File: config.mk
export PLATFORM = sky130hd
export DESIGN_NAME = plasma_palette_index_generator
export DESIGN_NICKNAME = d
export VERILOG_FILES = /design/src/rtl/ppig_pkg.sv /design/src/rtl/plasma_palette_index_generator.sv
export SDC_FILE = /design/constraint.sdc
export NUM_CORES = 1
export LEC_CHECK = 0
export BUFFER_PORTS_ARGS = -buffer_cell sky130_fd_sc_hd__buf_2
export CORE_ASPECT_RATIO = 0.8
export CORE_UTILIZATION = 59
export DETAILED_ROUTE_END_ITERATION = 12
export PLACE_DENSITY = 0.89
export RECOVER_POWER = 25
export SLEW_MARGIN = 30
export SYNTH_ARGS = -nofsm -noshare
export SYNTH_HDL_FRONTEND = slang
export SYNTH_SLANG_ARGS = --single-unit
File: constraint.sdc
create_clock -name clk -period 14.2 [get_ports clk]
set_input_delay 2.84 -clock clk [delete_from_list [all_inputs] [get_ports clk]]
set_output_delay 2.84 -clock clk [all_outputs]
set_load 0.01 [all_outputs]
File: src/rtl/ppig_pkg.sv
package ppig_pkg;

    localparam int ANGLE_W = 8;
    localparam int TERM_W  = 7;
    localparam int SUM_W   = 9;
    localparam int NUM_REGS = 8;
    localparam int REG_IDX_W = 3;

    typedef logic [ANGLE_W-1:0] angle_t;
    typedef logic signed [TERM_W-1:0] cos_t;

    typedef enum logic [REG_IDX_W-1:0] {
        REG_COL_STEP_FIRST   = 3'd0,
        REG_COL_STEP_SECOND  = 3'd1,
        REG_ROW_STEP_FIRST   = 3'd2,
        REG_ROW_STEP_SECOND  = 3'd3,
        REG_FRAME_STEP_ONE   = 3'd4,
        REG_FRAME_STEP_TWO   = 3'd5,
        REG_FRAME_STEP_THREE = 3'd6,
        REG_FRAME_STEP_FOUR  = 3'd7
    } reg_idx_t;

    localparam angle_t STEP_RESET [NUM_REGS] = '{
        8'd3, 8'd4, 8'd1, 8'd5, 8'd2, 8'd5, 8'd3, 8'd1
    };

    localparam angle_t PHASE_COL_FIRST_RESET  = 8'd5;
    localparam angle_t PHASE_COL_SECOND_RESET = 8'd3;
    localparam angle_t PHASE_ROW_FIRST_RESET  = 8'd2;
    localparam angle_t PHASE_ROW_SECOND_RESET = 8'd4;

    localparam logic [5:0] QUARTER_COS [65] = '{
        6'd32, 6'd31, 6'd31, 6'd31, 6'd31, 6'd31, 6'd31, 6'd31,
        6'd31, 6'd31, 6'd31, 6'd30, 6'd30, 6'd30, 6'd30, 6'd29,
        6'd29, 6'd29, 6'd28, 6'd28, 6'd28, 6'd27, 6'd27, 6'd27,
        6'd26, 6'd26, 6'd25, 6'd25, 6'd24, 6'd24, 6'd23, 6'd23,
        6'd22, 6'd22, 6'd21, 6'd20, 6'd20, 6'd19, 6'd19, 6'd18,
        6'd17, 6'd17, 6'd16, 6'd15, 6'd15, 6'd14, 6'd13, 6'd12,
        6'd12, 6'd11, 6'd10, 6'd10, 6'd9,  6'd8,  6'd7,  6'd7,
        6'd6,  6'd5,  6'd4,  6'd3,  6'd3,  6'd2,  6'd1,  6'd0,
        6'd0
    };

    localparam logic [SUM_W-1:0] SUM_MAX = 9'd255;

    // Signed cosine, -32..32, unfolded from the quarter wave.
    function automatic cos_t cos_rom(input angle_t n);
        logic [ANGLE_W-1:0] k;
        logic [6:0] idx;
        cos_t val;
        k = (n > 8'd128) ? 8'(9'd256 - {1'b0, n}) : n;
        if (k <= 8'd64)
        begin
            idx = k[6:0];
            val = cos_t'({1'b0, QUARTER_COS[idx]});
        end
        else
        begin
            idx = 7'(8'd128 - k);
            val = -cos_t'({1'b0, QUARTER_COS[idx]});
        end
        return val;
    endfunction

    // 32 + cos(p + 32 + cos(q)), 0..64
    function automatic logic [TERM_W-1:0] plasma_term(input angle_t p, input angle_t q);
        cos_t c;
        angle_t arg;
        logic signed [7:0] t;
        c = cos_rom(q);
        arg = p + 8'd32 + angle_t'({c[TERM_W-1], c});
        c = cos_rom(arg);
        t = 8'sd32 + {c[TERM_W-1], c};
        return t[TERM_W-1:0];
    endfunction

endpackage

File: src/rtl/plasma_palette_index_generator.sv
// Channel   Dir  Handshake          Payload
// s_axis    in   s_tvalid/s_tready  s_tdata[0] row_done, s_tlast frame_done
// m_axis    out  m_tvalid/m_tready  m_tdata[7:0] color_index
// apb       in   psel/penable       8 step registers at 4*i
//
// One request per cycle unless the output stalls; from accept to result the angle
// registers capture the position, the ROM/sum path feeds the output register.
// Angle state advances at accept. Reset (rst_n, async) restores the steps,
// phases and angles and empties the pipe. A stalled output holds its value and
// the stage behind it fills before s_tready drops.
module plasma_palette_index_generator
(
    input  logic        clk,
    input  logic        rst_n,
    input  logic        s_tvalid,
    output logic        s_tready,
    input  logic [7:0]  s_tdata,   // [0] row_done, [7:1] zero
    input  logic        s_tlast,   // frame_done
    output logic        m_tvalid,
    input  logic        m_tready,
    output logic [7:0]  m_tdata,   // [7:0] color_index
    input  logic        psel,
    input  logic        penable,
    input  logic        pwrite,
    input  logic [4:0]  paddr,
    input  logic [31:0] pwdata,
    output logic [31:0] prdata,
    output logic        pready
);

    ppig_pkg::angle_t step_reg [ppig_pkg::NUM_REGS];

    ppig_pkg::angle_t phase_cf_reg, phase_cs_reg, phase_rf_reg, phase_rs_reg;
    ppig_pkg::angle_t angle_cf_reg, angle_cs_reg, angle_rf_reg, angle_rs_reg;
    ppig_pkg::angle_t phase_cf_next, phase_cs_next, phase_rf_next, phase_rs_next;
    ppig_pkg::angle_t angle_cf_next, angle_cs_next, angle_rf_next, angle_rs_next;

    ppig_pkg::angle_t s1_cf_reg, s1_cs_reg, s1_rf_reg, s1_rs_reg;
    logic             s1_valid_reg;
    logic             out_valid_reg;
    logic [7:0]       out_data_reg;
    logic [7:0]       out_data_next;

    logic in_acc;
    logic advance;
    logic row_done;
    logic frame_done;
    logic [ppig_pkg::REG_IDX_W-1:0] widx;
    logic [ppig_pkg::SUM_W-1:0]     sum;

    assign pready   = 1'b1;
    assign widx     = paddr[4:2];
    assign prdata   = {24'b0, step_reg[widx]};

    assign row_done   = s_tdata[0];
    assign frame_done = s_tlast;

    assign advance  = !out_valid_reg || m_tready;
    assign s_tready = !s1_valid_reg || advance;
    assign in_acc   = s_tvalid && s_tready;
    assign m_tvalid = out_valid_reg;
    assign m_tdata  = out_data_reg;

    always_ff @(posedge clk or negedge rst_n)
    begin
        if (!rst_n)
        begin
            for (int i = 0; i < ppig_pkg::NUM_REGS; i++)
            begin
                step_reg[i] <= ppig_pkg::STEP_RESET[i];
            end
        end
        else if (psel && penable && pwrite)
        begin
            step_reg[widx] <= pwdata[7:0];
        end
    end

    always_comb
    begin
        phase_cf_next = phase_cf_reg;
        phase_cs_next = phase_cs_reg;
        phase_rf_next = phase_rf_reg;
        phase_rs_next = phase_rs_reg;
        angle_cf_next = angle_cf_reg;
        angle_cs_next = angle_cs_reg;
        angle_rf_next = angle_rf_reg;
        angle_rs_next = angle_rs_reg;
        if (frame_done)
        begin
            phase_cf_next = phase_cf_reg + step_reg[ppig_pkg::REG_FRAME_STEP_ONE];
            phase_cs_next = phase_cs_reg + step_reg[ppig_pkg::REG_FRAME_STEP_TWO];
            phase_rf_next = phase_rf_reg + step_reg[ppig_pkg::REG_FRAME_STEP_THREE];
            phase_rs_next = phase_rs_reg + step_reg[ppig_pkg::REG_FRAME_STEP_FOUR];
            angle_cf_next = phase_cf_next;
            angle_cs_next = phase_cs_next;
            angle_rf_next = phase_rf_next;
            angle_rs_next = phase_rs_next;
        end
        else if (row_done)
        begin
            angle_rf_next = angle_rf_reg + step_reg[ppig_pkg::REG_ROW_STEP_FIRST];
            angle_rs_next = angle_rs_reg + step_reg[ppig_pkg::REG_ROW_STEP_SECOND];
            angle_cf_next = phase_cf_reg;
            angle_cs_next = phase_cs_reg;
        end
        else
        begin
            angle_cf_next = angle_cf_reg + step_reg[ppig_pkg::REG_COL_STEP_FIRST];
            angle_cs_next = angle_cs_reg + step_reg[ppig_pkg::REG_COL_STEP_SECOND];
        end
    end

    always_ff @(posedge clk or negedge rst_n)
    begin
        if (!rst_n)
        begin
            phase_cf_reg <= ppig_pkg::PHASE_COL_FIRST_RESET;
            phase_cs_reg <= ppig_pkg::PHASE_COL_SECOND_RESET;
            phase_rf_reg <= ppig_pkg::PHASE_ROW_FIRST_RESET;
            phase_rs_reg <= ppig_pkg::PHASE_ROW_SECOND_RESET;
            angle_cf_reg <= ppig_pkg::PHASE_COL_FIRST_RESET;
            angle_cs_reg <= ppig_pkg::PHASE_COL_SECOND_RESET;
            angle_rf_reg <= ppig_pkg::PHASE_ROW_FIRST_RESET;
            angle_rs_reg <= ppig_pkg::PHASE_ROW_SECOND_RESET;
        end
        else if (in_acc)
        begin
            phase_cf_reg <= phase_cf_next;
            phase_cs_reg <= phase_cs_next;
            phase_rf_reg <= phase_rf_next;
            phase_rs_reg <= phase_rs_next;
            angle_cf_reg <= angle_cf_next;
            angle_cs_reg <= angle_cs_next;
            angle_rf_reg <= angle_rf_next;
            angle_rs_reg <= angle_rs_next;
        end
    end

    // input stage: angles of the accepted position
    always_ff @(posedge clk or negedge rst_n)
    begin
        if (!rst_n)
        begin
            s1_valid_reg <= 1'b0;
        end
        else if (s_tready)
        begin
            s1_valid_reg <= s_tvalid;
        end
    end

    always_ff @(posedge clk)
    begin
        if (in_acc)
        begin
            s1_cf_reg <= angle_cf_reg;
            s1_cs_reg <= angle_cs_reg;
            s1_rf_reg <= angle_rf_reg;
            s1_rs_reg <= angle_rs_reg;
        end
    end

    always_comb
    begin
        sum = {2'b0, ppig_pkg::plasma_term(s1_rf_reg, s1_cf_reg)}
            + {2'b0, ppig_pkg::plasma_term(s1_rs_reg, s1_cs_reg)}
            + {2'b0, ppig_pkg::plasma_term(s1_cf_reg, s1_rf_reg)}
            + {2'b0, ppig_pkg::plasma_term(s1_cs_reg, s1_rs_reg)};
        out_data_next = (sum > ppig_pkg::SUM_MAX) ? 8'hff : sum[7:0];
    end

    always_ff @(posedge clk or negedge rst_n)
    begin
        if (!rst_n)
        begin
            out_valid_reg <= 1'b0;
        end
        else if (advance)
        begin
            out_valid_reg <= s1_valid_reg;
        end
    end

    always_ff @(posedge clk)
    begin
        if (advance && s1_valid_reg)
        begin
            out_data_reg <= out_data_next;
        end
    end

endmodule

=== Yosys cells after proc, flatten, opt, wreduce, memory -nomap -nowiden ===
Memories as Yosys holds them, arrays and structs flattened.
Index checks and enable logic that the tools add are counted.

* $add $sub $neg: 47
* Multiply operators: 0
* Divide/modulo/power cells: 0
* Order comparisons: 35
* Eq/ne operators: 0
* Shift-type cells: 0
* Muxes and demuxes: 62
* Bitwise logic cells: 17
* Reduce and logical (&&, ||, !) cells: 12

{| class="wikitable"
|+ Operators by type and width
! cell !! number
|-
| $mux 6 || 32
|-
| $mux 8 || 19
|-
| $ge 8x8->1 const B || 16
|-
| $not 7->8 || 16
|-
| $add 8x8->8 || 12
|-
| $bwmux 64 || 1
|-
| $gt 8x8->1 const B || 8
|-
| $le 8x7->1 const B || 8
|-
| $sub 1x8->8 const A || 8
|-
| $mux 7 || 8
|-
| $neg 6->7 || 8
|-
| $sub 1x7->7 const A || 8
|-
| $add 8x6->8 const B || 4
|-
| $add 7x7->7 const A || 4
|-
| $bmux 8 s3 || 1
|-
| $demux 8 s3 || 1
|-
| $add 8x7->9 || 1
|-
| $add 9x7->9 || 1
|-
| $gt 9x8->1 const B || 1
|-
| $add 7x7->8 || 1
|-
| $logic_and 1x1->1 || 5
|-
| $ge 4x4->1 const B || 1
|-
| $lt 4x1->1 const B || 1
|-
| $not 3->4 || 1
|-
| 4 further kinds || 7
|}

* Bits in registers: 170
* Bits in latches: 0
* Bits in writable memories: 0
* Memory bits (read-only): 12288
* Input bits: 53
* Output and inout bits: 43
* Logic and storage cells: 212
* Memories kept: 16

{| class="wikitable"
|+ Memory list
! name !! depth !! bits a word !! read ports !! clocked after memory_dff !! wr ports !! RTL line !! RTL
|-
| (name not given) || 128 || 6 || 1 || 0 || 0 || ppig_pkg.sv:60 || <nowiki>val = -cos_t'({1'b0, QUARTER_COS[idx]});</nowiki>
|-
| (name not given) || 128 || 6 || 1 || 0 || 0 || ppig_pkg.sv:55 || <nowiki>val = cos_t'({1'b0, QUARTER_COS[idx]});</nowiki>
|-
| (name not given) || 128 || 6 || 1 || 0 || 0 || ppig_pkg.sv:60 ||
|-
| (name not given) || 128 || 6 || 1 || 0 || 0 || ppig_pkg.sv:55 ||
|-
| (name not given) || 128 || 6 || 1 || 0 || 0 || ppig_pkg.sv:60 ||
|-
| (name not given) || 128 || 6 || 1 || 0 || 0 || ppig_pkg.sv:55 ||
|-
| 10 more memories || n/a || n/a || n/a || n/a || n/a || n/a ||
|}

=== Longest topological paths before layout ===
* Depth in word-level cells: 24
* Mapped depth: 66
* Depth with buffers taken out: 62

=== Worst setup path after synthesis ===
Ideal clock, no wire load.

* Path type: reg-to-reg
* Start: reg s1_cs_reg[0]
* End: reg out_data_reg[0], in the netlist m_tdata[0] (data pin)
* Setup time: 0.270 ns
* Data arrival time: 12.910 ns
* Data required time: 13.930 ns
* Setup slack: 1.020 ns
* Stages on the path, launching flop included: 59
* Path buffers: 5
* Clock period less this slack: 13.180 ns
* Cell sequence: edfxtp_1 clkbuf_1 inv_1 ha_1 clkbuf_1 nand2b_1 xnor2_1 clkinv_1 ha_1 clkbuf_1 inv_1 ha_1 nor3_1 a311oi_1 nor3b_1 or2_0 clkbuf_1 and3_1 [23 not listed] o211ai_1 and3_1 inv_1 ha_1 xor2_1 o22ai_1 fa_1 inv_1 fa_1 inv_1 ha_1 a21o_1 a21oi_1 o21bai_1 a21oi_1 o21bai_1 a21oi_1 nand2b_1

* Longest elaborated chain between the ends: 24
* Elaborated cells on any way between the ends: 54
* Classes of those cells: add/sub (17); order compare (7); mux (18); bitwise (6); memory (6)

{| class="wikitable"
|+ RTL lines
! item !! RTL line !! RTL
|-
| start, declared || plasma_palette_index_generator.sv:38 || <nowiki>ppig_pkg::angle_t s1_cf_reg, s1_cs_reg, s1_rf_reg, s1_rs_reg;</nowiki>
|-
| start signal, assigned || plasma_palette_index_generator.sv:158 || <nowiki>s1_cs_reg <= angle_cs_reg;</nowiki>
|-
| $sub 1x8->8 or $gt 8x8->1 (tied branches) || ppig_pkg.sv:51 || <nowiki>k = (n > 8'd128) ? 8'(9'd256 - {1'b0, n}) : n;</nowiki>
|-
| $mux 8 || ppig_pkg.sv:51 ||
|-
| $sub 1x7->7 || ppig_pkg.sv:59 || <nowiki>idx = 7'(8'd128 - k);</nowiki>
|-
| $not 7->8 (implied by the code) || ppig_pkg.sv:60 ||
|-
| $mem_v2 128x6 || n/a ||
|-
| $mux 6 (implied by the code) (2 in series) || ppig_pkg.sv:60 ||
|-
| $neg 6->7 || ppig_pkg.sv:60 ||
|-
| $mux 7 || ppig_pkg.sv:52 || <nowiki>if (k <= 8'd64)</nowiki>
|-
| [6 not listed] || n/a ||
|-
| $mux 6 (implied by the code) (2 in series) || ppig_pkg.sv:60 ||
|-
| $neg 6->7 || ppig_pkg.sv:60 ||
|-
| $mux 7 || ppig_pkg.sv:52 ||
|-
| $add 7x7->7 || ppig_pkg.sv:73 || <nowiki>t = 8'sd32 + {c[TERM_W-1], c};</nowiki>
|-
| $add 7x7->8 || plasma_palette_index_generator.sv:167 || <nowiki>+ {2'b0, ppig_pkg::plasma_term(s1_rs_reg, s1_cs_reg)}</nowiki>
|-
| $add 8x7->9 || plasma_palette_index_generator.sv:168 || <nowiki>+ {2'b0, ppig_pkg::plasma_term(s1_cf_reg, s1_rf_reg)}</nowiki>
|-
| $add 9x7->9 (*) || plasma_palette_index_generator.sv:169 || <nowiki>+ {2'b0, ppig_pkg::plasma_term(s1_cs_reg, s1_rs_reg)};</nowiki>
|-
| $gt 9x8->1 || plasma_palette_index_generator.sv:170 || <nowiki>out_data_next = (sum > ppig_pkg::SUM_MAX) ? 8'hff : sum[7:0];</nowiki>
|-
| end signal, assigned || plasma_palette_index_generator.sv:189 || <nowiki>out_data_reg <= out_data_next;</nowiki>
|-
| end, declared || plasma_palette_index_generator.sv:41 || <nowiki>logic [7:0] out_data_reg;</nowiki>
|}

Every way passes the cells marked *; elsewhere a longest branch is shown, timed or not. The select of a mux whose other input is x is not followed.
A chain may end at the register's enable or synchronous reset.

=== Worst setup path after layout ===
* Start: reg s1_cs_reg[1]
* End: reg out_data_reg[5], in the netlist m_tdata[5] (data pin)

Same word-level chain as after synthesis.

==> results.ini <==
[cells_and_area]
antennaDiodeCount = 0
fin_util = 0.637
layout_common_cells = nand2_1 (297), ha_1 (281), o21ai_0 (235), a21oi_1 (231), nor2_1 (228)
final_common_cell = nand2_1
final_nets = 3391
drive_gt1_frac = 0.121
largest_reg_flops = 64
fin_cells = 3583
syn_to_final_growth_pct = 6.31

[yosys]
ys_types = 110
yosysSeqAreaShare = 0.184
syn_inst = 3047
async_flop_share = 0.765
ys_seq_elements = 170
synth_flop_cell = dfrtp_1
postSynthAreaPerCell_um2 = 8.01
syn_area_um2 = 24400
yosysWarningCount = 0
synth-edff-count = 40

[timing]
setup_viol = 0
fin_ws_ns = 0.693
fin_crit_sh = 0.951
worstMarginPinSlew_ns = 2.59
hold_viol_final = 0
finalWorstPathRequiredPeriod_ns = 13.51
clock_skew_ns = 0.0111
fmax_mhz = 74.0
relSlewSlack = -0.723
slew_violations = 80
hold_ws_ns = 0.481

[clocking]
clkTransAtPathRegs_ns = 0.08
cts_setup_buffers = 0
clk_latency_ns = 0.45
postCtsResizedCells = 0
cts.sinks = 170
htreeDepth = 4
cts_made_buffers = 17
cts_tree = built
clk_path_buf_depth = 2
clk_root_buffer_cell = clkbuf_16
ctsHoldBuffers = 0

[routing]
drtIter0Drc = 2738
drt_pre_antenna_iters = 6
drc = 0
wl_um = 69400
vias_per_cell = 6.67
wl_per_cell_um = 19.4
final_antenna_net_count = 0
num_vias = 23900

[min_path]
min_path_type = register to register

[floorplan]
rows = 66
core_um2 = 40700
die_area_um2 = 42200
pin_count = 96
die_h_um = 184
die_width_um = 229
initial_core_util = 0.599

[global_routing]
antenna_found_initial = 0
grt.total_usage = 0.322
overflow = 0
grt_pass1_vias = 22600
grt_pass1_wl_um = 114000
grt_max_degree = 89

[placed_design]
dpl.hpwl_um = 50800
place_inst = 3551
pre_cts_ws_ns = 0.299
place_congestion = 0.985
port_buffers = 37

[worst_setup_path]
cp.arrival_ns = 13.71
crit_family = compound AO/OA/AOI/OAI gates
cp_num_buf_inv = 6
slowest_stage = a2111oi_1
criticalPathCategory = register to register
critPathMaxStageDelay_ns = 0.60
end_kind = register
setup.worst_path.start_class = register
cp_max_fo = 12
worstPathRequired_ns = 14.41

[outcome]
violations = capacitance limit, slew limit
status = finished with violations

[job]
cap_viol_max_count = 2

==> per-layer routing <==
| layer | wire length (um) | global-route usage | vias to the layer above | share of wire |
|---|---|---|---|---|
| met5 | 0 | 0 | - | 0 |
| met4 | 2000 | 0.101 | 0 | 0.029 |
| met3 | 6850 | 0.0499 | 207 | 0.099 |
| met2 | 31400 | 0.519 | 1366 | 0.45 |
| met1 | 29100 | 0.443 | 11300 | 0.42 |
| li1 | - | - | 11000 | - |
==> synthesized netlist by cell type (17+ instances only) <==
master	number	area (um2)
a211oi_1	47	353
a21o_1	39	293
a21oi_1	232	1160
a31oi_1	37	231
and3_1	25	156
buf_4	29	218
clkbuf_1	115	432
dfrtp_1	106	2650
dfstp_2	24	631
edfxtp_1	40	1200
fa_1	26	521
ha_1	286	3580
inv_1	179	672
mux2_2	95	1070
mux2i_1	53	531
mux4_2	25	563
nand2_1	297	1110
nand2b_1	33	206
nand3_1	62	310
nand4_1	17	106
nor2_1	232	871
nor2b_1	32	200
nor3_1	77	385
o211ai_1	48	360
o21a_1	19	143
o21ai_0	236	1180
o21bai_1	34	255
o31ai_1	21	158
or3_1	19	119
xnor2_1	151	1320
xor2_1	62	543
==> metrics by stage <==
step	area (um2)	TNS, ns
4_1_cts	25700	0
3_3_place_gp	25100	0
3_5_place_dp	25100	0
2_1_floorplan	24500	0
5_1_grt	25900	-0.651
6_report	25900	0
==> path summary, 6_finish.rpt <==
path	depth (start not counted)	slack, ns	endpoint	start
setup / recovery	53	0.69	m_tdata[5]$_SDFFCE_PN1P_	s1_cs_reg[1]$_DFFE_PP_
max in group asynchronous	2	9.19	angle_rs_reg[1]$_DFFE_PN0P_	rst_n
setup reg to reg	53	0.69	m_tdata[5]$_SDFFCE_PN1P_	s1_cs_reg[1]$_DFFE_PP_
min in group asynchronous	1	3.19	angle_cf_reg[7]$_DFFE_PN0P_	rst_n
hold reg to reg	0	0.48	s1_cf_reg[3]$_DFFE_PP_	angle_cf_reg[3]$_DFFE_PN0P_
hold / removal	0	0.48	s1_cf_reg[3]$_DFFE_PP_	angle_cf_reg[3]$_DFFE_PN0P_
==> logic make-up after synthesis <==
group,Yosys count,share of synthesized area
AO/OA/AOI/OAI,923,0.245
AND/OR/NAND/NOR,885,0.170
buffers and inverters,358,0.0604
adder cells (fa/ha/maj),312,0.168
XOR/XNOR,222,0.0830
multiplexers,175,0.0897
flip-flops,170,0.184
other,2,0.000308
==> area by class of cell <==
| class | count | area [um2] |
|---|---|---|
| multi-input cells | 2542 | 18800 |
| clock buffers | 19 | 454 |
| flip-flops and latches | 170 | 4480 |
| inverters | 191 | 724 |
| well taps | 544 | 681 |
| clock inverters | 13 | 150 |
| fillers | 3249 | 14800 |
| repair buffers | 104 | 686 |
Power is not shown: default switching activity piles up to over one toggle a cycle in this logic, so the estimate is an artifact.
